**config.mk**
```make
export PLATFORM = sky130hd
export DESIGN_NAME = keypad_time_setting_editor
export DESIGN_NICKNAME = d
export VERILOG_FILES = /design/src/rtl/core/kte_pkg.sv /design/src/rtl/core/kte_front.sv /design/src/rtl/core/kte_back.sv /design/src/rtl/core/keypad_time_setting_editor.sv
export SDC_FILE = /design/constraint.sdc
export NUM_CORES = 1
export LEC_CHECK = 0
export BUFFER_PORTS_ARGS = -buffer_cell sky130_fd_sc_hd__buf_4
export CORE_MARGIN = 1
export CORE_UTILIZATION = 40
export CTS_BUF_LIST = sky130_fd_sc_hd__clkbuf_8 sky130_fd_sc_hd__clkbuf_16
export DETAILED_ROUTE_END_ITERATION = 10
export SLEW_MARGIN = 10
export SYNTH_ARGS = -nofsm -noshare
export SYNTH_HDL_FRONTEND = slang
export SYNTH_SLANG_ARGS = --single-unit
export TNS_END_PERCENT = 5
```
**constraint.sdc**
```tcl
create_clock -name clock -period 7.1 [get_ports clock]
set_input_delay 0.355 -clock clock [delete_from_list [all_inputs] [get_ports clock]]
set_output_delay 0.355 -clock clock [all_outputs]
set_load 0.01 [all_outputs]
```
**src/rtl/core/kte_pkg.sv**
```systemverilog
// types, codes and edit helpers shared by the keypad time setting editor
// no dependencies; imported by kte_front, kte_back and the top level
package kte_pkg;

   localparam int CSR_IDX_W = 3;
   localparam int CSR_DATA_W = 12;
   localparam int QUEUE_DEPTH = 2;

   // register indexes of the configuration port
   localparam logic [CSR_IDX_W-1:0] CSR_UP_MAX    = 3'd0;
   localparam logic [CSR_IDX_W-1:0] CSR_DOWN_MIN  = 3'd1;
   localparam logic [CSR_IDX_W-1:0] CSR_DOWN_MAX  = 3'd2;
   localparam logic [CSR_IDX_W-1:0] CSR_LEFT_MIN  = 3'd3;
   localparam logic [CSR_IDX_W-1:0] CSR_LEFT_MAX  = 3'd4;
   localparam logic [CSR_IDX_W-1:0] CSR_RIGHT_MIN = 3'd5;
   localparam logic [CSR_IDX_W-1:0] CSR_RIGHT_MAX = 3'd6;

   // operation codes
   localparam logic [1:0] OP_SAMPLE = 2'd0;
   localparam logic [1:0] OP_LOAD   = 2'd1;
   localparam logic [1:0] OP_COMMIT = 2'd2;

   // key codes, also the key latch values
   localparam logic [2:0] KEY_NONE  = 3'd0;
   localparam logic [2:0] KEY_UP    = 3'd1;
   localparam logic [2:0] KEY_DOWN  = 3'd2;
   localparam logic [2:0] KEY_LEFT  = 3'd3;
   localparam logic [2:0] KEY_RIGHT = 3'd4;

   // cursor positions
   localparam logic [3:0] POS_PM       = 4'd0;
   localparam logic [3:0] POS_HOUR     = 4'd4;
   localparam logic [3:0] POS_MIN_TENS = 4'd6;
   localparam logic [3:0] POS_MIN_ONES = 4'd7;
   localparam logic [3:0] POS_SEC_TENS = 4'd9;
   localparam logic [3:0] POS_SEC_ONES = 4'd10;
   localparam logic [3:0] POS_ALARM    = 4'd12;

   localparam logic TGT_ALARM = 1'b1;

   typedef struct packed {
      logic [1:0]  operation;
      logic [11:0] ladder_sample;
      logic        target;
      logic        load_pm;
      logic [3:0]  load_hour;
      logic [5:0]  load_minute;
      logic [5:0]  load_second;
   } req_type;

   typedef struct packed {
      logic [2:0] key_event;
      logic [3:0] cursor;
      logic       pm;
      logic [3:0] hour;
      logic [5:0] minute;
      logic [5:0] second;
      logic       alarm_off;
      logic       commit;
      logic       commit_target;
   } rsp_type;

   typedef struct packed {
      logic [11:0] up_max;
      logic [11:0] down_min;
      logic [11:0] down_max;
      logic [11:0] left_min;
      logic [11:0] left_max;
      logic [11:0] right_min;
      logic [11:0] right_max;
   } cfg_type;

   localparam cfg_type CFG_RESET = '{
      up_max:    12'd15,
      down_min:  12'd830,
      down_max:  12'd870,
      left_min:  12'd1910,
      left_max:  12'd1960,
      right_min: 12'd2920,
      right_max: 12'd3010
   };

   typedef struct packed {
      logic up;
      logic down;
      logic left;
      logic right;
      logic rel;
   } hits_type;

   // decoded transaction handed from front to back
   typedef struct packed {
      logic [1:0] operation;
      logic       target;
      hits_type   hits;
      logic       load_pm;
      logic [3:0] load_hour;
      logic [5:0] load_minute;
      logic [5:0] load_second;
   } dec_type;

   typedef struct packed {
      logic    valid;
      dec_type data;
   } dec_chan_type;

   typedef struct packed {
      logic       pm;
      logic [3:0] hour;
      logic [5:0] minute;
      logic [5:0] second;
      logic       alarm_off;
   } edit_type;

   localparam edit_type EDIT_RESET = '{
      pm: 1'b0, hour: 4'd0, minute: 6'd0, second: 6'd0, alarm_off: 1'b1
   };

   // true when the ones digit of v equals d
   function automatic logic digit_is(logic [5:0] v, logic [3:0] d);
      logic r;
      r = 1'b0;
      for (int k = 0; k < 7; k++) begin
         if ({1'b0, v} == 7'(32'(d) + 10 * k)) begin
            r = 1'b1;
         end
      end
      return r;
   endfunction

   function automatic logic [5:0] tens_step(logic [5:0] v, logic up);
      logic [5:0] r;
      if (up) begin
         r = (v >= 6'd50) ? v - 6'd50 : v + 6'd10;
      end else begin
         r = (v < 6'd10) ? v + 6'd50 : v - 6'd10;
      end
      return r;
   endfunction

   function automatic logic [5:0] ones_step(logic [5:0] v, logic up);
      logic [5:0] r;
      if (up) begin
         r = digit_is(v, 4'd9) ? v - 6'd9 : v + 6'd1;
      end else begin
         r = digit_is(v, 4'd0) ? v + 6'd9 : v - 6'd1;
      end
      return r;
   endfunction

   function automatic edit_type edit_apply(edit_type e, logic [3:0] pos, logic up,
                                           logic tgt);
      edit_type r;
      r = e;
      case (pos)
         POS_PM: r.pm = ~e.pm;
         POS_HOUR: begin
            if (up) begin
               r.hour = (e.hour >= 4'd12) ? 4'd0 : e.hour + 4'd1;
            end else begin
               r.hour = (e.hour == 4'd0) ? 4'd12 : e.hour - 4'd1;
            end
         end
         POS_MIN_TENS: r.minute = tens_step(e.minute, up);
         POS_MIN_ONES: r.minute = ones_step(e.minute, up);
         POS_SEC_TENS: r.second = tens_step(e.second, up);
         POS_SEC_ONES: r.second = ones_step(e.second, up);
         POS_ALARM: begin
            if (tgt == TGT_ALARM) begin
               r.alarm_off = ~e.alarm_off;
            end
         end
         default: ;
      endcase
      return r;
   endfunction

   function automatic logic [3:0] move_left(logic [3:0] p);
      logic [3:0] r;
      if (p == POS_PM) begin
         r = POS_ALARM;
      end else begin
         r = (p == POS_HOUR) ? p - 4'd3 : p;
         if (r == POS_MIN_TENS || r == POS_SEC_TENS || r == POS_ALARM) begin
            r = r - 4'd1;
         end
         r = r - 4'd1;
      end
      return r;
   endfunction

   function automatic logic [3:0] move_right(logic [3:0] p);
      logic [3:0] r;
      if (p >= POS_ALARM) begin
         r = POS_PM;
      end else begin
         r = (p == POS_PM) ? p + 4'd3 : p;
         if (r == POS_HOUR || r == POS_MIN_ONES || r == POS_SEC_ONES) begin
            r = r + 4'd1;
         end
         r = r + 4'd1;
      end
      return r;
   endfunction

endpackage

```
**src/rtl/core/kte_front.sv**
```systemverilog
// front end: configuration registers, key window decode and decoded queue
// depends on kte_pkg
module kte_front (
   input  logic                             clock,
   input  logic                             reset,
   input  logic                             req_push,
   output logic                             req_full,
   input  kte_pkg::req_type                 req_data,
   input  logic                             csr_wen,
   input  logic [kte_pkg::CSR_IDX_W-1:0]    csr_index,
   input  logic [kte_pkg::CSR_DATA_W-1:0]   csr_wdata,
   output kte_pkg::dec_chan_type            dec_out,
   input  logic                             dec_pop
);
   import kte_pkg::*;

   cfg_type    cfg_ff;
   cfg_type    cfg_in;
   dec_type    q_ff [QUEUE_DEPTH];
   logic       wr_ptr_ff;
   logic       rd_ptr_ff;
   logic [1:0] count_ff;
   logic [1:0] count_in;
   logic       push_ok;
   dec_type    dec_in;

   always_comb begin
      cfg_in = cfg_ff;
      if (csr_wen) begin
         case (csr_index)
            CSR_UP_MAX:    cfg_in.up_max = csr_wdata;
            CSR_DOWN_MIN:  cfg_in.down_min = csr_wdata;
            CSR_DOWN_MAX:  cfg_in.down_max = csr_wdata;
            CSR_LEFT_MIN:  cfg_in.left_min = csr_wdata;
            CSR_LEFT_MAX:  cfg_in.left_max = csr_wdata;
            CSR_RIGHT_MIN: cfg_in.right_min = csr_wdata;
            CSR_RIGHT_MAX: cfg_in.right_max = csr_wdata;
            default: ;
         endcase
      end
   end

   // window compares; the latch-dependent part is resolved in the back end
   always_comb begin
      dec_in.operation = req_data.operation;
      dec_in.target = req_data.target;
      dec_in.hits.up = req_data.ladder_sample <= cfg_ff.up_max;
      dec_in.hits.down = (req_data.ladder_sample >= cfg_ff.down_min) &&
                         (req_data.ladder_sample <= cfg_ff.down_max);
      dec_in.hits.left = (req_data.ladder_sample >= cfg_ff.left_min) &&
                         (req_data.ladder_sample <= cfg_ff.left_max);
      dec_in.hits.right = (req_data.ladder_sample >= cfg_ff.right_min) &&
                          (req_data.ladder_sample <= cfg_ff.right_max);
      dec_in.hits.rel = req_data.ladder_sample > cfg_ff.right_max;
      dec_in.load_pm = req_data.load_pm;
      dec_in.load_hour = req_data.load_hour;
      dec_in.load_minute = req_data.load_minute;
      dec_in.load_second = req_data.load_second;
   end

   assign req_full = count_ff == 2'(QUEUE_DEPTH);
   assign push_ok = req_push && !req_full;
   assign count_in = count_ff + {1'b0, push_ok} - {1'b0, dec_pop};

   assign dec_out.valid = count_ff != 2'd0;
   assign dec_out.data = q_ff[rd_ptr_ff];

   always_ff @(posedge clock) begin
      if (reset) begin
         cfg_ff <= CFG_RESET;
         wr_ptr_ff <= 1'b0;
         rd_ptr_ff <= 1'b0;
         count_ff <= 2'd0;
      end else begin
         cfg_ff <= cfg_in;
         count_ff <= count_in;
         if (push_ok) begin
            wr_ptr_ff <= ~wr_ptr_ff;
         end
         if (dec_pop) begin
            rd_ptr_ff <= ~rd_ptr_ff;
         end
      end
   end

   always_ff @(posedge clock) begin
      if (push_ok) begin
         q_ff[wr_ptr_ff] <= dec_in;
      end
   end

endmodule

```
**src/rtl/core/kte_back.sv**
```systemverilog
// back end: key latch, cursor and edit state, result queue
// depends on kte_pkg
module kte_back (
   input  logic                  clock,
   input  logic                  reset,
   input  kte_pkg::dec_chan_type dec_in,
   output logic                  dec_pop,
   output logic                  rsp_empty,
   input  logic                  rsp_pop,
   output kte_pkg::rsp_type      rsp_data
);
   import kte_pkg::*;

   logic [2:0] key_latch_ff;
   logic [2:0] key_latch_in;
   logic [3:0] cursor_ff;
   logic [3:0] cursor_in;
   edit_type   edit_ff;
   edit_type   edit_in;
   rsp_type    res_in;
   rsp_type    q_ff [QUEUE_DEPTH];
   logic       wr_ptr_ff;
   logic       rd_ptr_ff;
   logic [1:0] count_ff;
   logic [1:0] count_in;
   logic       res_full;
   logic       out_pop;
   dec_type    d;

   assign d = dec_in.data;
   assign res_full = count_ff == 2'(QUEUE_DEPTH);
   assign dec_pop = dec_in.valid && !res_full;

   always_comb begin
      logic [2:0] key;
      logic       commit;
      key_latch_in = key_latch_ff;
      cursor_in = cursor_ff;
      edit_in = edit_ff;
      key = KEY_NONE;
      commit = 1'b0;
      case (d.operation)
         OP_SAMPLE: begin
            // tests run in order and each sees the latch left by the one before
            if (d.hits.up && key_latch_in != KEY_UP) begin
               key_latch_in = KEY_UP;
               key = KEY_UP;
               edit_in = edit_apply(edit_in, cursor_ff, 1'b1, d.target);
            end
            if (d.hits.down && key_latch_in != KEY_DOWN) begin
               key_latch_in = KEY_DOWN;
               key = KEY_DOWN;
               edit_in = edit_apply(edit_in, cursor_ff, 1'b0, d.target);
            end
            if (d.hits.left && key_latch_in != KEY_LEFT) begin
               key_latch_in = KEY_LEFT;
               key = KEY_LEFT;
               cursor_in = move_left(cursor_in);
            end
            if (d.hits.right && key_latch_in != KEY_RIGHT) begin
               key_latch_in = KEY_RIGHT;
               key = KEY_RIGHT;
               cursor_in = move_right(cursor_in);
            end
            if (d.hits.rel) begin
               key_latch_in = KEY_NONE;
            end
         end
         OP_LOAD: begin
            edit_in.pm = d.load_pm;
            edit_in.hour = d.load_hour;
            edit_in.minute = d.load_minute;
            edit_in.second = d.load_second;
            cursor_in = POS_PM;
         end
         OP_COMMIT: commit = 1'b1;
         default: ;
      endcase
      res_in.key_event = key;
      res_in.cursor = cursor_in;
      res_in.pm = edit_in.pm;
      res_in.hour = edit_in.hour;
      res_in.minute = edit_in.minute;
      res_in.second = edit_in.second;
      res_in.alarm_off = edit_in.alarm_off;
      res_in.commit = commit;
      res_in.commit_target = commit & d.target;
   end

   assign rsp_empty = count_ff == 2'd0;
   assign out_pop = rsp_pop && !rsp_empty;
   assign rsp_data = q_ff[rd_ptr_ff];
   assign count_in = count_ff + {1'b0, dec_pop} - {1'b0, out_pop};

   always_ff @(posedge clock) begin
      if (reset) begin
         key_latch_ff <= KEY_NONE;
         cursor_ff <= POS_PM;
         edit_ff <= EDIT_RESET;
         wr_ptr_ff <= 1'b0;
         rd_ptr_ff <= 1'b0;
         count_ff <= 2'd0;
      end else begin
         count_ff <= count_in;
         if (dec_pop) begin
            key_latch_ff <= key_latch_in;
            cursor_ff <= cursor_in;
            edit_ff <= edit_in;
            wr_ptr_ff <= ~wr_ptr_ff;
         end
         if (out_pop) begin
            rd_ptr_ff <= ~rd_ptr_ff;
         end
      end
   end

   always_ff @(posedge clock) begin
      if (dec_pop) begin
         q_ff[wr_ptr_ff] <= res_in;
      end
   end

endmodule

```
**src/rtl/core/keypad_time_setting_editor.sv**
```systemverilog
// keypad time setting editor: watch-style time and alarm editing from a
// resistor-ladder keypad. Input side is a queue: a transaction is taken when
// req_push is high and req_full low; operation selects an ADC sample, a load
// of the edit values or a long-press commit. Result side is a queue too: the
// oldest result sits on rsp_data while rsp_empty is low and leaves on rsp_pop.
// Every transaction gives exactly one result, in order.
// From push to rsp_empty low a transaction is registered first in the front
// end (window decode into a two-entry queue) and then in the back end (latch,
// cursor and field update into a two-entry result queue).
// Throughput is one transaction per cycle while the receiver keeps popping,
// set by the state update in the back end.
// When the receiver stops popping, the result queue fills, the back end
// stops draining the decode queue, and req_full rises after at most four
// queued transactions; nothing is lost.
// Configuration is written through csr_wen/csr_index/csr_wdata with no wait;
// write only while the block is idle. Reset (synchronous, active high)
// restores the default key windows, empties both queues, clears the key
// latch, cursor and edit values and sets the alarm off.
module keypad_time_setting_editor (
   input  logic                             clock,
   input  logic                             reset,
   input  logic                             req_push,
   output logic                             req_full,
   input  kte_pkg::req_type                 req_data,
   output logic                             rsp_empty,
   input  logic                             rsp_pop,
   output kte_pkg::rsp_type                 rsp_data,
   input  logic                             csr_wen,
   input  logic [kte_pkg::CSR_IDX_W-1:0]    csr_index,
   input  logic [kte_pkg::CSR_DATA_W-1:0]   csr_wdata
);
   import kte_pkg::*;

   dec_chan_type dec_chan;
   logic         dec_pop;

   kte_front u_front (
      .clock     (clock),
      .reset     (reset),
      .req_push  (req_push),
      .req_full  (req_full),
      .req_data  (req_data),
      .csr_wen   (csr_wen),
      .csr_index (csr_index),
      .csr_wdata (csr_wdata),
      .dec_out   (dec_chan),
      .dec_pop   (dec_pop)
   );

   kte_back u_back (
      .clock     (clock),
      .reset     (reset),
      .dec_in    (dec_chan),
      .dec_pop   (dec_pop),
      .rsp_empty (rsp_empty),
      .rsp_pop   (rsp_pop),
      .rsp_data  (rsp_data)
   );

endmodule

```
== After elaboration in Yosys (flattened, before gate mapping) ==
Memory sizes are Yosys's and may differ from the RTL's. A register that Yosys moved wholly into a read port is not among the register bits.
Cells that the tools add are included.

* Bits in writable memories: 104
* Output and inout bits: 29
* Memories: 2
* Logic and storage cells: 260
* Bits in registers: 117

* Add/subtract/negate cells: 28
* Bitwise operators: 9
* Muxes and demuxes: 103
* Order comparisons: 14
* Reduce and logical (&&, ||, !) cells: 34
* Equal/unequal tests: 50

{| class="wikitable"
|+ Memories
! name !! words !! bits a word !! rd ports !! clocked after Yosys merged registers in !! wr ports !! line !! RTL
|-
| u_back.q_ff || 2 || 27 || 1 || 1 || 1 || kte_back.sv:21 || <nowiki>rsp_type q_ff [QUEUE_DEPTH];</nowiki>
|-
| u_front.q_ff || 2 || 25 || 1 || 1 || 1 || kte_front.sv:19 || <nowiki>dec_type q_ff [QUEUE_DEPTH];</nowiki>
|}

{| class="wikitable"
|+ Operators with widths
! cell !! count
|-
| $mux W4 || 19
|-
| $eq A6 B6 Y1 const B || 12
|-
| $mux W1 || 55
|-
| $mux W18 || 3
|-
| $eq A6 B5 Y1 const B || 8
|-
| $le A12 B12 Y1 || 4
|-
| $mux W6 || 8
|-
| $pmux W6 S2 || 4
|-
| $ge A12 B12 Y1 || 3
|-
| $pmux W17 S2 || 1
|-
| $mux W3 || 10
|-
| $add A6 B4 Y6 const B || 4
|-
| $eq A4 B3 Y1 const B || 6
|-
| $eq A4 B4 Y1 const B || 6
|-
| $eq A6 B4 Y1 const B || 4
|-
| $sub A6 B4 Y6 const B || 4
|-
| $reduce_and A2 Y1 || 8
|-
| $add A4 B1 Y4 const B || 3
|-
| $add A6 B1 Y6 const B || 2
|-
| $add A6 B6 Y6 const B || 2
|-
| $ge A6 B6 Y1 const B || 2
|-
| $gt A12 B12 Y1 || 1
|-
| $logic_not A4 Y1 || 3
|-
| $logic_not A6 Y1 || 2
|-
| 27 further kinds || 64
|}

== Logic depth before layout (Yosys ltp) ==
* Depth in word-level cells: 29
* Mapped depth: 24

== By module ==
Synthesis repeated with hierarchy kept, for this count alone.

* Cells, all modules: 1606
* Area total of the unflattened synthesis: 14412.6 um^2

{| class="wikitable"
|+ Modules (own cells, without submodules)
! module !! sequential area each (um^2) !! cells an instance !! times used !! area each (um^2)
|-
| kte_back || 2222.1 || 867 || 1 || 7314.5
|-
| kte_front || 3283.1 || 739 || 1 || 7098.1
|}

== Worst setup path before layout ==
OpenSTA, ideal clock, no wires.

* Path type: reg2reg
* Start point: register u_back.edit_ff[8] (netlist name)
* End point: memory u_back.q_ff[0][14] (netlist name), data pin
* Cell stages (with the launch flop): 22
* Buffers on the path: 2
* Slack: 2.515 ns
* Data required time: 6.829 ns
* Period minus slack after synthesis: 4.585 ns
* Arrival: 4.313 ns
* Cells stage by stage: dfxtp_1 clkbuf_1 inv_1 ha_1 mux2i_1 nor3_1 o31ai_2 mux2_2 o21ba_2 nor2_2 buf_2 xor2_1 mux2i_1 o22ai_1 o2bb2ai_1 nand2_1 ha_1 a31o_2 a21oi_1 mux2i_1 nor3_1 o21ai_1

{| class="wikitable"
|+ RTL lines
! what !! line !! RTL
|-
| from (decl) || kte_back.sv:18 || <nowiki>edit_type edit_ff;</nowiki>
|-
| from (signal assigned) || kte_back.sv:108 || <nowiki>edit_ff <= edit_in;</nowiki>
|-
| to (decl) || kte_back.sv:21 ||
|}

==> metrics.csv <==
metric;value;unit
status;complete, no violations;
viasPerCell;5.58;
fin_total_pwr;5.99;mW
start_kind;flip-flop;
peakVddDrop;227;uV
yosysSeqAreaShare;39.3;%
dp_worst_setup_slack;1760;ps
synth_nets;1745;
leakage;6.35;nW
drcViolationCount;0;
grt_pass1_vias;10900;
cts_sinks;223;
critical_path.max_stage_delay;660;ps
cts_tree;built;
grt_max_degree;71;
fin_cells;2111;
synthArstFlopShare;0;%
fin_crit_sh;76.5;%
synth_top_flop_cell;dfxtp_1;
maxCapViolCount;0;
io_buffers;80;
worst_hold_startpoint;req_data[17];
antenna_found_initial;0;
postCtsSetupBuffers;0;
report.final.slew_viol_count;0;
cp.arrival;5680;ps
synth_area_leaders;edfxtp_1 (22%), dfxtp_1 (17%), ha_1 (11%);
drtAntennaViolNets;0;
r2r-start;u_back.edit_ff[8];
rsz0062_at_grt;false;
r2r_slack;1670;ps
die_y;189;um
insertion_delay;530;ps
dieArea;35800;um2
setup_viol;0;
rr_worst_depth;20;
hold_class;in2reg;
rows;68;
slew_headroom;25.8;%
min_period;5430;ps
dp_cells;2052;
synth.top_cell.area_share;22.3;%
power_frac_comb;46.9;%
cts-buffers-inserted;27;
drt-total-wl;38100;um
grt_use_total;21.2;%
syn_area_per_cell;8.92;um2
multi_input_area;7770;um2
dr.pass1.iters;7;
netlist-cell-type-count;92;
sw_frac_of_total;41.0;%
power_density;374;nW/um2
synth_largest_area_cell;edfxtp_1;
die_w;189;um
grt.overflow.total;0;
drive_gt1_share;13.1;%
synth_edf_count;104;
finalSetupTns;0;ps
synthTopCellsByCount;nand2_1 (223), a21oi_1 (124), ha_1 (124), dfxtp_1 (119), inv_1 (116);
cts_max_level;1;
drtIter0Drc;737;
root_buffer;clkbuf_16;
syn_inst;1569;
place_congestion;0.879;
min_to;u_front.q_ff[1][22];
path_common_cell;mux2i_1;
finalHoldViolations;0;
finClkSkew;8.99;ps
synthToLayoutAreaGrowth;14.3;%
crit_start;u_back.edit_ff[8];
setup_ws;1670;ps
p_int;3.53;mW
fill_cells;3336;
required;7350;ps
pwr-share-seq;31.1;%
crit_chain;inv_1, ha_1, mux2i_1, nor3_1, o31ai_2, mux2_2, o21ba_2, nor2_2, xor2_1, mux2i_1, o22ai_1, o2bb2ai_1, nand2_1, ha_1, nand2_1, o211ai_1, a21oi_1, mux2i_1, nor3_1, o21ai_1;
start_util;40.6;%
ios;81;
critPathMaxFanout;16;
hold_depth;1;
synth_seq_cells;223;
regArea;5510;um2
ys_warn_count;0;
timing.rr.end;u_back.q_ff[1][14];
wl_per_cell;18.0;um
layout.nets;1811;
power.switching;2.45;mW
yosysMostFrequentCell;nand2_1;
endpoint_kind;flip-flop;
max_freq;0.184;GHz
clkPwrFrac;22.0;%
coreArea;34500;um2
cts_max_path_buffers;3;
dp_hpwl;26500;um
netlist_area;14000;um2
slowest_stage;o31ai_2;
worst_slew_pin_slew;1110;ps
grt_pass1_wl;60200;um
clk_pin_slew_worst_paths;60;ps
critPathKind;reg2reg;
vias;11800;
==> sequential cells by signal, indices dropped and copies added, names as in the netlist, 2 cells and up, named ones only <==
name / flops
u_back.count_ff: 2
u_back.cursor_ff: 4
u_back.edit_ff: 18
u_back.key_latch_ff: 3
u_back.q_ff: 54
u_front.cfg_ff: 84
u_front.count_ff: 2
u_front.q_ff: 50
==> cells in the final DEF (no fill, tap or decap), types with 12 or more instances in the layout <==
cell type  synthesis  final
a31oi_1           12     12
nand4_1           14     14
o21ai_1           12     12
mux2i_1           36     35
mux2_2            38     38
clkbuf_16          0     27
xnor2_1           19     19
edfxtp_1         104    104
nand3_1           26     26
a21oi_1          124    124
dfxtp_1          119    118
nor2b_1           29     29
buf_4              0    100
nand2_1          223    223
o211ai_1          49     49
nor3_1            23     22
nand2b_1          18     18
and3_1            18     18
o21ai_0           69     69
ha_1             124    124
inv_1            116    120
a21o_1            20     20
nor2_1           101     99
==> power by group through the flow <==
stage / Combinational [mW] / Clock (mW) / Sequential (mW)
final: 2.81 / 1.32 / 1.86
after global routing: 3.09 / 1.40 / 1.89
after CTS: 2.79 / 1.35 / 1.86
after detailed placement: 2.77 / 0 / 1.88
after global placement: 2.73 / 0 / 1.87
after floorplan: 2.07 / 0 / 1.76
==> routing by layer <==
| layer | wire [um] | global-route usage [%] |
|---|---|---|
| met1 | 17000 | 28.2 |
| met2 | 17900 | 35.6 |
| met3 | 1930 | 2.37 |
| met4 | 1170 | 7.10 |
| met5 | 0 | 0 |
==> worst max-delay path: cells and delay by family, from the launching register on <==
family	cells	cell delay [ps]
and+or+nand+nor	5	1170
adders and majority gates	2	650
xor gates and xnor gates	1	200
buffers and inverters	1	200
muxes	4	790
DFF	1	540
AOI/OAI and AO/OA	7	1580
==> area by class of cell <==
cell class	instances	area share, %
clock inverter	18	0.758
clock buffer	31	4.57
inverter	123	2.89
multi-input combinational	1151	48.5
timing repair buffer	109	5.25
antenna	1	0.0156
sequential	223	34.4
tap	455	3.56
==> logic make-up after synthesis <==
family | after synthesis | synth area share (%)
DFF | 223 | 39.3
muxes | 74 | 5.63
adders and majority gates | 125 | 11.2
xor gates and xnor gates | 29 | 1.87
AOI/OAI and AO/OA | 417 | 19.7
buffers and inverters | 195 | 5.37
and+or+nand+nor | 506 | 16.9
==> through the flow <==
| stage | hold WS [ps] | util [%] | area (um2) |
|---|---|---|---|
| floorplan | 436 | - | 14000 |
| global placement | 442 | 43.7 | 15100 |
| detailed placement | 446 | 43.7 | 15100 |
| CTS | 0.685 | 46.4 | 16000 |
| global route | 3.67 | 46.4 | 16000 |
| finish | 17.3 | 46.4 | 16000 |
==> how the worst max path moves through the flow <==
stage	cells after the start	to	slack [ps]
2_1_floorplan	21	u_back.q_ff[0][14]	2520
3_3_place_gp	15	u_back.q_ff[0][8]	1970
3_5_place_dp	20	u_back.q_ff[0][14]	1760
4_1_cts	20	u_back.q_ff[1][14]	1720
5_1_grt	17	u_back.q_ff[1][8]	1280
6_report	20	u_back.q_ff[1][14]	1670
==> what timing repair did <==
item,4_1_cts,5_1_grt
setup endpoints to repair,0,0
hold buffers,9,0
endpoints found under the hold margin,17,0
gates resized for setup,0,0
Power figures use the tool's default switching activity.
